### src/design/ycc_pkg.sv
// ycc_pkg: shared widths, register map, reset values and stage types
// for the ycbcr_to_rgb_q20 pixel converter. No dependencies.
`default_nettype none

package ycc_pkg;

  localparam int SAMPLE_W = 12;             // width of each input sample field
  localparam int DIFF_W   = SAMPLE_W + 1;   // signed sample minus offset
  localparam int MODE_W   = 2;
  localparam int GAIN_W   = 21;
  localparam int COEF_W   = 23;             // signed Q20 coefficient, gain fits too
  localparam int PROD_W   = DIFF_W + COEF_W;
  localparam int SUM_W    = PROD_W + 2;     // room for three terms
  localparam int FRAC_W   = 20;
  localparam int PIX_W    = 8;
  localparam int APB_DW   = 32;
  localparam int APB_AW   = 5;
  localparam int REG_IDX_W = 3;

  localparam logic signed [SUM_W-1:0] HALF_Q20 = SUM_W'(64'sd1 <<< (FRAC_W - 1));

  typedef enum logic [REG_IDX_W-1:0] {
    REG_MODE        = 3'd0,
    REG_BLACK_LEVEL = 3'd1,
    REG_CHROMA_MID  = 3'd2,
    REG_LUMA_GAIN   = 3'd3,
    REG_CR_TO_RED   = 3'd4,
    REG_CB_TO_BLUE  = 3'd5,
    REG_CB_TO_GREEN = 3'd6,
    REG_CR_TO_GREEN = 3'd7
  } reg_idx_t;

  localparam logic [MODE_W-1:0]   MODE_RST        = 2'd0;
  localparam logic [SAMPLE_W-1:0] BLACK_LEVEL_RST = 12'd16;
  localparam logic [SAMPLE_W-1:0] CHROMA_MID_RST  = 12'd128;
  localparam logic [GAIN_W-1:0]   LUMA_GAIN_RST   = 21'd1220997;
  localparam logic signed [COEF_W-1:0] CR_TO_RED_RST   = 23'sd1673527;
  localparam logic signed [COEF_W-1:0] CB_TO_BLUE_RST  = 23'sd2114978;
  localparam logic signed [COEF_W-1:0] CB_TO_GREEN_RST = -23'sd410793;
  localparam logic signed [COEF_W-1:0] CR_TO_GREEN_RST = -23'sd852492;

  typedef struct packed {
    logic [MODE_W-1:0]   mode;
    logic [SAMPLE_W-1:0] black_level;
    logic [SAMPLE_W-1:0] chroma_mid;
    logic [GAIN_W-1:0]   luma_gain;
    logic [COEF_W-1:0]   cr_to_red;
    logic [COEF_W-1:0]   cb_to_blue;
    logic [COEF_W-1:0]   cb_to_green;
    logic [COEF_W-1:0]   cr_to_green;
  } cfg_t;

  typedef struct packed {
    logic mono;
    logic ident;
  } mode_flags_t;

  // after offset removal
  typedef struct packed {
    mode_flags_t       flags;
    logic [DIFF_W-1:0] y_d;
    logic [DIFF_W-1:0] b_op;
    logic [DIFF_W-1:0] r_op;
  } ofs_t;

  // after the multipliers
  typedef struct packed {
    mode_flags_t       flags;
    logic [PROD_W-1:0] p_y;
    logic [PROD_W-1:0] p_r;
    logic [PROD_W-1:0] p_b;
    logic [PROD_W-1:0] p_bg;
    logic [PROD_W-1:0] p_rg;
  } prod_t;

  typedef struct packed {
    logic [PIX_W-1:0] red;
    logic [PIX_W-1:0] green;
    logic [PIX_W-1:0] blue;
  } rgb_t;

endpackage

`default_nettype wire

### src/design/ycc_cfg_regs.sv
// ycc_cfg_regs: APB register file holding mode, offsets, gain and Q20 coefficients.
// Depends on ycc_pkg.
`default_nettype none

module ycc_cfg_regs (
  input  wire logic                        clk,
  input  wire logic                        rst_n,
  input  wire logic                        psel,
  input  wire logic                        penable,
  input  wire logic                        pwrite,
  input  wire logic [ycc_pkg::APB_AW-1:0]  paddr,
  input  wire logic [ycc_pkg::APB_DW-1:0]  pwdata,
  output logic      [ycc_pkg::APB_DW-1:0]  prdata,
  output logic                             pready,
  output ycc_pkg::cfg_t                    cfg
);
  import ycc_pkg::*;

  cfg_t     cfg_r;
  cfg_t     cfg_nxt;
  reg_idx_t idx;
  logic     wr_en;

  assign pready = 1'b1;
  assign idx    = reg_idx_t'(paddr[APB_AW-1:2]);
  assign wr_en  = psel & penable & pwrite;

  always_comb begin
    cfg_nxt = cfg_r;
    if (wr_en) begin
      unique case (idx)
        REG_MODE:        cfg_nxt.mode        = pwdata[MODE_W-1:0];
        REG_BLACK_LEVEL: cfg_nxt.black_level = pwdata[SAMPLE_W-1:0];
        REG_CHROMA_MID:  cfg_nxt.chroma_mid  = pwdata[SAMPLE_W-1:0];
        REG_LUMA_GAIN:   cfg_nxt.luma_gain   = pwdata[GAIN_W-1:0];
        REG_CR_TO_RED:   cfg_nxt.cr_to_red   = pwdata[COEF_W-1:0];
        REG_CB_TO_BLUE:  cfg_nxt.cb_to_blue  = pwdata[COEF_W-1:0];
        REG_CB_TO_GREEN: cfg_nxt.cb_to_green = pwdata[COEF_W-1:0];
        REG_CR_TO_GREEN: cfg_nxt.cr_to_green = pwdata[COEF_W-1:0];
        default:         cfg_nxt = cfg_r;
      endcase
    end
  end

  always_ff @(posedge clk) begin
    if (!rst_n) begin
      cfg_r.mode        <= MODE_RST;
      cfg_r.black_level <= BLACK_LEVEL_RST;
      cfg_r.chroma_mid  <= CHROMA_MID_RST;
      cfg_r.luma_gain   <= LUMA_GAIN_RST;
      cfg_r.cr_to_red   <= CR_TO_RED_RST;
      cfg_r.cb_to_blue  <= CB_TO_BLUE_RST;
      cfg_r.cb_to_green <= CB_TO_GREEN_RST;
      cfg_r.cr_to_green <= CR_TO_GREEN_RST;
    end else begin
      cfg_r <= cfg_nxt;
    end
  end

  // signed coefficients read back sign-extended
  always_comb begin
    unique case (idx)
      REG_MODE:        prdata = APB_DW'(cfg_r.mode);
      REG_BLACK_LEVEL: prdata = APB_DW'(cfg_r.black_level);
      REG_CHROMA_MID:  prdata = APB_DW'(cfg_r.chroma_mid);
      REG_LUMA_GAIN:   prdata = APB_DW'(cfg_r.luma_gain);
      REG_CR_TO_RED:   prdata = APB_DW'($signed(cfg_r.cr_to_red));
      REG_CB_TO_BLUE:  prdata = APB_DW'($signed(cfg_r.cb_to_blue));
      REG_CB_TO_GREEN: prdata = APB_DW'($signed(cfg_r.cb_to_green));
      REG_CR_TO_GREEN: prdata = APB_DW'($signed(cfg_r.cr_to_green));
      default:         prdata = '0;
    endcase
  end

  assign cfg = cfg_r;

endmodule

`default_nettype wire

### src/design/ycc_offset.sv
// ycc_offset: stage 1, masks samples and removes black level / chroma midpoint.
// Depends on ycc_pkg.
`default_nettype none

module ycc_offset #(
  parameter int SAMPLE_BITS = 12
) (
  input  wire logic                          clk,
  input  wire logic                          rst_n,
  input  wire logic                          in_vld,
  input  wire logic [ycc_pkg::SAMPLE_W-1:0]  luma,
  input  wire logic [ycc_pkg::SAMPLE_W-1:0]  cb,
  input  wire logic [ycc_pkg::SAMPLE_W-1:0]  cr,
  input  ycc_pkg::cfg_t                      cfg,
  output logic                               out_vld,
  output ycc_pkg::ofs_t                      out_data
);
  import ycc_pkg::*;

  localparam int USE_BITS = (SAMPLE_BITS < SAMPLE_W) ? SAMPLE_BITS : SAMPLE_W;
  localparam logic [SAMPLE_W-1:0] SMASK = SAMPLE_W'((64'd1 << USE_BITS) - 64'd1);

  logic [SAMPLE_W-1:0] y_m, cb_m, cr_m;
  logic [DIFF_W-1:0]   blk_e, mid_e, cb_sub, cr_sub;
  ofs_t                data_nxt;
  ofs_t                data_r;
  logic                vld_r;

  always_comb begin
    y_m  = luma & SMASK;
    cb_m = cb & SMASK;
    cr_m = cr & SMASK;
    data_nxt.flags.mono  = cfg.mode[1];
    data_nxt.flags.ident = ~cfg.mode[1] & cfg.mode[0];
    blk_e = {1'b0, cfg.black_level};
    mid_e = {1'b0, cfg.chroma_mid};
    // identity mode scales the chroma planes like luma
    cb_sub = data_nxt.flags.ident ? blk_e : mid_e;
    cr_sub = data_nxt.flags.ident ? blk_e : mid_e;
    data_nxt.y_d  = {1'b0, y_m}  - blk_e;
    data_nxt.b_op = {1'b0, cb_m} - cb_sub;
    data_nxt.r_op = {1'b0, cr_m} - cr_sub;
  end

  always_ff @(posedge clk) begin
    if (!rst_n) begin
      vld_r <= 1'b0;
    end else begin
      vld_r <= in_vld;
    end
  end

  always_ff @(posedge clk) begin
    data_r <= data_nxt;
  end

  assign out_vld  = vld_r;
  assign out_data = data_r;

endmodule

`default_nettype wire

### src/design/ycc_mult.sv
// ycc_mult: stage 2, five parallel 13x23 signed multipliers.
// Depends on ycc_pkg.
`default_nettype none

module ycc_mult (
  input  wire logic     clk,
  input  wire logic     rst_n,
  input  wire logic     in_vld,
  input  ycc_pkg::ofs_t in_data,
  input  ycc_pkg::cfg_t cfg,
  output logic          out_vld,
  output ycc_pkg::prod_t out_data
);
  import ycc_pkg::*;

  logic signed [COEF_W-1:0] gain_s, coef_r, coef_b;
  logic signed [PROD_W-1:0] p_y, p_r, p_b, p_bg, p_rg;
  prod_t                    data_r;
  logic                     vld_r;

  always_comb begin
    gain_s = $signed({2'b00, cfg.luma_gain});
    coef_r = in_data.flags.ident ? gain_s : $signed(cfg.cr_to_red);
    coef_b = in_data.flags.ident ? gain_s : $signed(cfg.cb_to_blue);
    p_y  = $signed(in_data.y_d)  * gain_s;
    p_r  = $signed(in_data.r_op) * coef_r;
    p_b  = $signed(in_data.b_op) * coef_b;
    p_bg = $signed(in_data.b_op) * $signed(cfg.cb_to_green);
    p_rg = $signed(in_data.r_op) * $signed(cfg.cr_to_green);
  end

  always_ff @(posedge clk) begin
    if (!rst_n) begin
      vld_r <= 1'b0;
    end else begin
      vld_r <= in_vld;
    end
  end

  always_ff @(posedge clk) begin
    data_r.flags <= in_data.flags;
    data_r.p_y   <= p_y;
    data_r.p_r   <= p_r;
    data_r.p_b   <= p_b;
    data_r.p_bg  <= p_bg;
    data_r.p_rg  <= p_rg;
  end

  assign out_vld  = vld_r;
  assign out_data = data_r;

endmodule

`default_nettype wire

### src/design/ycc_sum_clip.sv
// ycc_sum_clip: stages 3 and 4, mode select, Q20 rounding sums, shift and clamp.
// Depends on ycc_pkg.
`default_nettype none

module ycc_sum_clip (
  input  wire logic      clk,
  input  wire logic      rst_n,
  input  wire logic      in_vld,
  input  ycc_pkg::prod_t in_data,
  output logic           out_vld,
  output ycc_pkg::rgb_t  out_data
);
  import ycc_pkg::*;

  logic signed [SUM_W-1:0] p_y, p_r, p_b, p_bg, p_rg;
  logic signed [SUM_W-1:0] r_nxt, g_nxt, b_nxt;
  logic signed [SUM_W-1:0] r_r, g_r, b_r;
  logic                    vld1_r, vld2_r;
  rgb_t                    rgb_nxt, rgb_r;

  function automatic logic [PIX_W-1:0] clamp_pix(input logic [SUM_W-1:0] v);
    logic over;
    over = |v[SUM_W-2:FRAC_W+PIX_W];
    if (v[SUM_W-1])
      clamp_pix = '0;
    else if (over)
      clamp_pix = '1;
    else
      clamp_pix = v[FRAC_W+PIX_W-1:FRAC_W];
  endfunction

  always_comb begin
    p_y  = SUM_W'($signed(in_data.p_y));
    p_r  = SUM_W'($signed(in_data.p_r));
    p_b  = SUM_W'($signed(in_data.p_b));
    p_bg = SUM_W'($signed(in_data.p_bg));
    p_rg = SUM_W'($signed(in_data.p_rg));
    if (in_data.flags.mono) begin
      r_nxt = p_y + HALF_Q20;
      g_nxt = p_y + HALF_Q20;
      b_nxt = p_y + HALF_Q20;
    end else if (in_data.flags.ident) begin
      r_nxt = p_r + HALF_Q20;
      g_nxt = p_y + HALF_Q20;
      b_nxt = p_b + HALF_Q20;
    end else begin
      r_nxt = p_y + p_r + HALF_Q20;
      g_nxt = p_y + p_bg + p_rg + HALF_Q20;
      b_nxt = p_y + p_b + HALF_Q20;
    end
  end

  always_comb begin
    rgb_nxt.red   = clamp_pix(r_r);
    rgb_nxt.green = clamp_pix(g_r);
    rgb_nxt.blue  = clamp_pix(b_r);
  end

  always_ff @(posedge clk) begin
    if (!rst_n) begin
      vld1_r <= 1'b0;
      vld2_r <= 1'b0;
    end else begin
      vld1_r <= in_vld;
      vld2_r <= vld1_r;
    end
  end

  always_ff @(posedge clk) begin
    r_r   <= r_nxt;
    g_r   <= g_nxt;
    b_r   <= b_nxt;
    rgb_r <= rgb_nxt;
  end

  assign out_vld  = vld2_r;
  assign out_data = rgb_r;

endmodule

`default_nettype wire

### src/design/ycbcr_to_rgb_q20.sv
// ycbcr_to_rgb_q20: top level of the YCbCr to 8-bit RGB pixel converter.
// Depends on ycc_pkg, ycc_cfg_regs, ycc_offset, ycc_mult, ycc_sum_clip.
//
// Usage:
//   Input: a pixel beat (luma, blue and red chroma) is taken at each rising
//   edge with start high and busy low. busy is never raised, so one pixel
//   can enter every clock.
//   Output: out_valid marks one result beat (red, green, blue) for one
//   cycle; the receiver cannot stall, so no back-pressure exists.
//   Throughput is 1 pixel per clock. Each pixel passes through the four
//   register stages in order: offset removal, the five multipliers, the
//   rounding sums, and the shift/clamp.
//   Configuration: APB-style port, register i at byte address 4*i, writes
//   complete in the access cycle, pready always high. Change registers only
//   while no pixel is in flight.
//   Reset (rst_n low, synchronous) empties the pipeline and loads the
//   register defaults (BT.601 limited range, colour-difference mode).
`default_nettype none

module ycbcr_to_rgb_q20 #(
  parameter int SAMPLE_BITS = 12
) (
  input  wire logic                         clk,
  input  wire logic                         rst_n,
  input  wire logic                         start,
  output logic                              busy,
  input  wire logic [ycc_pkg::SAMPLE_W-1:0] in_luma_sample,
  input  wire logic [ycc_pkg::SAMPLE_W-1:0] in_blue_chroma,
  input  wire logic [ycc_pkg::SAMPLE_W-1:0] in_red_chroma,
  output logic                              out_valid,
  output logic      [ycc_pkg::PIX_W-1:0]    out_red,
  output logic      [ycc_pkg::PIX_W-1:0]    out_green,
  output logic      [ycc_pkg::PIX_W-1:0]    out_blue,
  input  wire logic                         psel,
  input  wire logic                         penable,
  input  wire logic                         pwrite,
  input  wire logic [ycc_pkg::APB_AW-1:0]   paddr,
  input  wire logic [ycc_pkg::APB_DW-1:0]   pwdata,
  output logic      [ycc_pkg::APB_DW-1:0]   prdata,
  output logic                              pready
);
  import ycc_pkg::*;

  cfg_t  cfg;
  logic  ofs_vld, prod_vld, rgb_vld;
  ofs_t  ofs_data;
  prod_t prod_data;
  rgb_t  rgb_data;
  logic  accept;

  assign busy   = 1'b0;
  assign accept = start & ~busy;

  ycc_cfg_regs u_cfg (
    .clk     (clk),
    .rst_n   (rst_n),
    .psel    (psel),
    .penable (penable),
    .pwrite  (pwrite),
    .paddr   (paddr),
    .pwdata  (pwdata),
    .prdata  (prdata),
    .pready  (pready),
    .cfg     (cfg)
  );

  ycc_offset #(
    .SAMPLE_BITS (SAMPLE_BITS)
  ) u_offset (
    .clk      (clk),
    .rst_n    (rst_n),
    .in_vld   (accept),
    .luma     (in_luma_sample),
    .cb       (in_blue_chroma),
    .cr       (in_red_chroma),
    .cfg      (cfg),
    .out_vld  (ofs_vld),
    .out_data (ofs_data)
  );

  ycc_mult u_mult (
    .clk      (clk),
    .rst_n    (rst_n),
    .in_vld   (ofs_vld),
    .in_data  (ofs_data),
    .cfg      (cfg),
    .out_vld  (prod_vld),
    .out_data (prod_data)
  );

  ycc_sum_clip u_sum_clip (
    .clk      (clk),
    .rst_n    (rst_n),
    .in_vld   (prod_vld),
    .in_data  (prod_data),
    .out_vld  (rgb_vld),
    .out_data (rgb_data)
  );

  assign out_valid = rgb_vld;
  assign out_red   = rgb_data.red;
  assign out_green = rgb_data.green;
  assign out_blue  = rgb_data.blue;

endmodule

`default_nettype wire
### config.mk
export PLATFORM = sky130hd
export DESIGN_NAME = ycbcr_to_rgb_q20
export DESIGN_NICKNAME = d
export VERILOG_FILES = /design/src/design/ycc_pkg.sv /design/src/design/ycc_cfg_regs.sv /design/src/design/ycc_offset.sv /design/src/design/ycc_mult.sv /design/src/design/ycc_sum_clip.sv /design/src/design/ycbcr_to_rgb_q20.sv
export SDC_FILE = /design/constraint.sdc
export NUM_CORES = 2
export LEC_CHECK = 0
export ABC_AREA = 0
export ABC_CLOCK_PERIOD_IN_PS = 7400
export BUFFER_PORTS_ARGS = -buffer_cell sky130_fd_sc_hd__buf_2
export CAP_MARGIN = 20
export CORE_MARGIN = 1.5
export CORE_UTILIZATION = 55
export CTS_BUF_LIST = sky130_fd_sc_hd__clkbuf_4 sky130_fd_sc_hd__clkbuf_8 sky130_fd_sc_hd__clkbuf_16
export DETAILED_ROUTE_END_ITERATION = 8
export GPL_ROUTABILITY_DRIVEN = 0
export GPL_TIMING_DRIVEN = 0
export PLACE_DENSITY = 0.78
export SYNTH_ARGS = -nofsm -noshare
export SYNTH_HDL_FRONTEND = slang
export SYNTH_SLANG_ARGS = --single-unit
### constraint.sdc
create_clock -name clk -period 7.4 [get_ports clk]
set_input_delay 1.85 -clock clk [delete_from_list [all_inputs] [get_ports clk]]
set_output_delay 1.85 -clock clk [all_outputs]
set_load 0.05 [all_outputs]
# Yosys cells after proc, flatten, opt, wreduce, memory -nomap -nowiden
# Index checks and enable logic that the tools add are counted.
# classes
n_addsub,13
multipliers,5
n_eq_ne,7
n_mux,13
bitwise_logic,4
reduce_logical,12
# ops
cell,n
$pmux W32 S8,1
$mux W38,6
$mul A13 B23 Y36,4
$add A38 B21 Y38 const B,3
$add A35 B36 Y37,3
$add A36 B21 Y37 const B,2
$mux W23,2
$add A37 B36 Y38,1
$add A35 B21 Y36 const B,1
$mul A13 B22 Y35,1
$reduce_or A9 Y1,3
$sub A12 B13 Y13,2
$mux W8,3
$reduce_and A2 Y1,8
$sub A12 B12 Y13,1
$eq A3 B3 Y1 const B,4
$mux W12,1
$eq A3 B2 Y1 const B,2
$and A1 B1 Y1,3
$eq A3 B1 Y1 const B,1
$logic_not A3 Y1,1
$not A1 Y1,1
# word_totals
register_bits,503
inputBits,79
output_inout_bits,59
wordCells,84

# Longest topological paths before layout
# depth
ltp_word,5
depth_mapped,28

# Cells and area by module
# Synthesis repeated with hierarchy kept, for this count alone.
# unflattened
cells_unflattened,7944
area_unflattened_um2,72537.1
# modules_own_cells
module,n_inst,cells_each,area_per_inst_um2,seq_area_each_um2
ycc_mult,1,5759,53401.2,3643.5
ycc_sum_clip,1,1194,9820.7,1601.5
ycc_cfg_regs,1,673,6538.8,2782.7
ycc_offset,1,316,2765.2,840.8
ycbcr_to_rgb_q20,1,2,11.3,0.0

# Least setup slack after synthesis
# Ideal clock, no wire load.
# synth_path
kind,reg-to-reg
from,reg u_offset.data_r (netlist bit u_offset.out_data[39])
to,reg u_mult.out_data[106] (netlist name)
arrival_ns,6.721
slack_ns,0.606
stages_incl_launch_ff,26
synth_period_minus_slack_ns,6.794
cell_sequence,dfxtp_1 clkbuf_1 clkbuf_1 nand2_1 o21ai_0 clkbuf_1 nand2_1 fa_1 fa_1 inv_1 fa_1 fa_1 fa_1 fa_1 ha_1 a21o_1 a21oi_1 nor2b_1 a41oi_1 o31ai_1 o21ai_0 a31o_2 a21oi_1 o311ai_0 a21oi_1 xnor2_1
# synth_via
elab_chain_cells,2
# synth_lines
element,line,text
from (decl),ycc_offset.sv:26,ofs_t data_r;
from (signal assigned),ycc_offset.sv:54,data_r <= data_nxt;
$mux W23,ycc_mult.sv:24,coef_b = in_data.flags.ident ? gain_s : $signed(cfg.cb_to_blue);
$mul A13 B23 Y36,ycc_mult.sv:27,p_b = $signed(in_data.b_op) * coef_b;
named net u_mult.p_b[34],ycc_mult.sv:17,"logic signed [PROD_W-1:0] p_y, p_r, p_b, p_bg, p_rg;"
# The timed path passes the listed nets, and every way through them passes these cells.
# A chain may end at the register's enable or synchronous reset.

# Worst setup path in the final report
# layout_path
from,reg u_offset.data_r (netlist bit u_offset.out_data[39])
to,reg u_mult.out_data[106] (netlist name)
# layout_via
elab_chain_cells,2
# layout_lines
element,line
$mux W23,ycc_mult.sv:24
$mul A13 B23 Y36,ycc_mult.sv:27
named net u_mult.p_b[34],ycc_mult.sv:17
# The timed path passes the listed nets, and every way through them passes these cells.

==> metrics.txt <==
footprint of the multi-input gates 0.0563 mm^2; Slew Limit Fails 0; Iter 0 DRT Violations 6447; Post-CTS Hold Buffers 0; top_reg_cell synth dfxtp_1; HPWL after detailed placement 192 mm; gr ovfl total 0; Finished Layout Cells 9919; vias in the first global route 60100; #FFs+latches synth 443; Ys Warns 0; CP Class flop to flop; CTS root buf clkbuf_16; via count 58800; CP Capture Type flop; Hold Startpoint u_sum_clip.r_r[26]; Layout area overhead 7.51%; GR Util All Layers 0.359; Syn Inst Count 7960; layout cells sized above 1 0.0624; Hold Path Class flop to flop; Post-synth ARST share 0; worst relative slew slack 0.319; routed len/inst 23.7 um; most frequent cells in the layout fa_1 (1335), nand2_1 (1333), inv_1 (1316); Placed Cells 9829; core footprint 0.128 mm^2; Starting Density 0.556; io pins 138; Skew-Pair Late Insertion Delay 0.68 ns; Slowest-stage cell, CP fa_1; CTS Buf Count 51; Vias per Instance 5.93; design area 0.0766 mm^2; Worst-Margin Slew 1.01 ns; Synth Area per Inst 8.95 um^2; fin nets 10200; die height 363 um; CP max stage delay 0.56 ns; post-synthesis sequential area ratio 0.125; clock slew seen by the registers of the worst setup and hold paths 0.06 ns; Req. time, crit path 7.95 ns; DRC viols 0; Clock Path Buffers 3; Post-synth EDFFs 0; skew final 0.0477 ns; critical path launch point type flop; Worst Path Buf+Inv 5; die area 0.132 mm^2; FF+latch area 0.00891 mm^2; Hold Path Stages 2; Rows 131; port bufs 118; Final setup violation count 0; arrival time at the worst endpoint 7.93 ns; Syn Nets 10000; unrepaired setup endpoints after global routing true; CTS tree yes; r2r startpoint u_offset.out_data[39]; MaxCap Viol Count 0; pin count of the biggest net entering global routing 15; most common cell after layout, fill and taps aside fa_1; post-synthesis cell area 0.0712 mm^2; min cycle time layout 7.38 ns; Hold EP u_sum_clip.out_data[22]; placed cell area 0.0741 mm^2; Crit path top cell by count fa_1; Peak Freq 135 MHz; FILL cells 10600; FF-to-FF End u_mult.out_data[106]; Antenna Nets Post-Route 0; initial antenna violation count 28; Post-Route WL 235 mm; # H-tree levels 2; Die Span X 363 um; fin crit share 0.998; largest delay contributor family on the critical path adder cells; Detailed Routing Iterations Pass 1 9; crit-path max FO 10; status complete, no violations; worst r2r path cells 25; clock sink count 443; first-pass GRT wire length 354 mm; Final Hold Vio Count 0; reg-to-reg setup timing slack 0.02 ns; Netlist cell types 83
kinds of logic (layout without fill, tap and decap cells):
logic type	Yosys count	count (layout)	share of synthesized area
and+or+nand+nor	2589	2589	0.169
adders and majority gates	1977	1977	0.488
buffers and inverters	1705	1918	0.0905
AOI/OAI and AO/OA	923	923	0.0839
DFF	443	443	0.125
xor gates and xnor gates	281	281	0.0346
muxes	40	40	0.00924
other	2	19	0.000105
tightest hold or removal path: stages (launching register included):
cell and delay [ns]:
dfxtp_1 0.30, inv_1 0.04, a21oi_1 0.05
per-stage QoR:
| step | setup slack (ns) | setup TNS [ns] | util | hold slack [ns] |
|---|---|---|---|---|
| floorplan | 0.606 | 0 | - | 0.310 |
| global placement | -1.79 | -38.84 | 0.578 | 0.415 |
| detailed placement | -1.74 | -38.67 | 0.579 | 0.417 |
| CTS | 0.00554 | 0 | 0.595 | 0.431 |
| global route | -0.0952 | -0.131 | 0.598 | 0.438 |
| finish | 0.0168 | 0 | 0.598 | 0.430 |
state kept, by name, summed over array words and instances (netlist names):
signal and flops:
u_offset.out_data 41, u_sum_clip.vld1_r 1, u_cfg.cfg 139, u_sum_clip.b_r 18, u_sum_clip.out_vld 1, u_mult.out_vld 1
u_offset.out_vld 1, u_sum_clip.out_data 24, u_mult.out_data 181, u_sum_clip.r_r 18, u_sum_clip.g_r 18
per-layer routing:
layer,share of wire,wire length [um],vias up,GRT usage
li1,-,-,25100,-
met4,0.088,20800,24,0.251
met1,0.36,84100,28700,0.445
met2,0.40,94900,3938,0.507
met5,0.00072,169,-,0.00370
met3,0.15,35300,1064,0.148
repair_timing:
| item | in CTS | in global routing |
|---|---|---|
| buffers inserted | 3 | 10 |
| pin swaps | 8 | 11 |
| gates resized for setup | 150 | 159 |
| setup endpoints to repair | 53 | 37 |
final cells by class:
type | count | area share
multi-input combinational | 5812 | 0.735
sequential | 443 | 0.116
inverter | 1317 | 0.0646
tap | 1729 | 0.0283
buffer | 353 | 0.0203
clock buffer | 63 | 0.0186
timing repair buffer | 156 | 0.0113
clock inverter | 29 | 0.00461
antenna | 17 | 0.000556
worst max-delay path by stage:
stage                     startpoint                    to  slack, ns  cells past startpoint
6_report       u_offset.out_data[39]  u_mult.out_data[106]       0.02                     25
3_5_place_dp   u_offset.out_data[39]  u_mult.out_data[142]      -1.74                     27
5_1_grt        u_offset.out_data[39]  u_mult.out_data[106]       -0.1                     27
2_1_floorplan  u_offset.out_data[39]  u_mult.out_data[106]       0.61                     25
3_3_place_gp   u_offset.out_data[39]  u_mult.out_data[142]      -1.79                     26
4_1_cts        u_offset.out_data[39]  u_mult.out_data[143]      0.006                     30
cell usage after synthesis (6+ instances only):
| cell type | number | area share |
|---|---|---|
| nand2_1 | 1336 | 0.070 |
| fa_1 | 1335 | 0.38 |
| inv_1 | 1316 | 0.069 |
| ha_1 | 642 | 0.11 |
| and2_1 | 529 | 0.046 |
| dfxtp_1 | 443 | 0.12 |
| clkbuf_1 | 370 | 0.020 |
| nor2_1 | 271 | 0.014 |
| a21oi_1 | 257 | 0.018 |
| o21ai_0 | 198 | 0.014 |
| xnor2_1 | 186 | 0.023 |
| nand3_1 | 116 | 0.0082 |
| a21boi_0 | 104 | 0.011 |
| xor2_1 | 95 | 0.012 |
| a21o_1 | 78 | 0.0082 |
| nor2b_1 | 63 | 0.0055 |
| nand2b_1 | 59 | 0.0052 |
| nor3_1 | 58 | 0.0041 |
| nand4_1 | 38 | 0.0033 |
| o211ai_1 | 38 | 0.0040 |
| o21a_1 | 35 | 0.0037 |
| and3_1 | 34 | 0.0030 |
| a211oi_1 | 29 | 0.0031 |
| o21bai_1 | 28 | 0.0030 |
| mux4_2 | 20 | 0.0063 |
| or3_1 | 18 | 0.0016 |
| or2_2 | 17 | 0.0015 |
| a221oi_1 | 15 | 0.0018 |
| nor4_1 | 15 | 0.0013 |
| mux2i_1 | 14 | 0.0020 |
| a31oi_1 | 13 | 0.0011 |
| o31ai_1 | 13 | 0.0014 |
| buf_4 | 12 | 0.0013 |
| a211o_1 | 11 | 0.0014 |
| a22o_1 | 11 | 0.0014 |
| a41oi_1 | 10 | 0.0012 |
| a31o_2 | 9 | 0.0011 |
| nand3b_1 | 9 | 0.00095 |
| o221ai_1 | 8 | 0.00098 |
| nor3b_1 | 7 | 0.00074 |
| buf_1 | 6 | 0.00032 |
| o22ai_1 | 6 | 0.00053 |
Power is left out: the tool's default activity adds up to more than one toggle a clock period on the data nets, which glitch-free logic cannot reach.
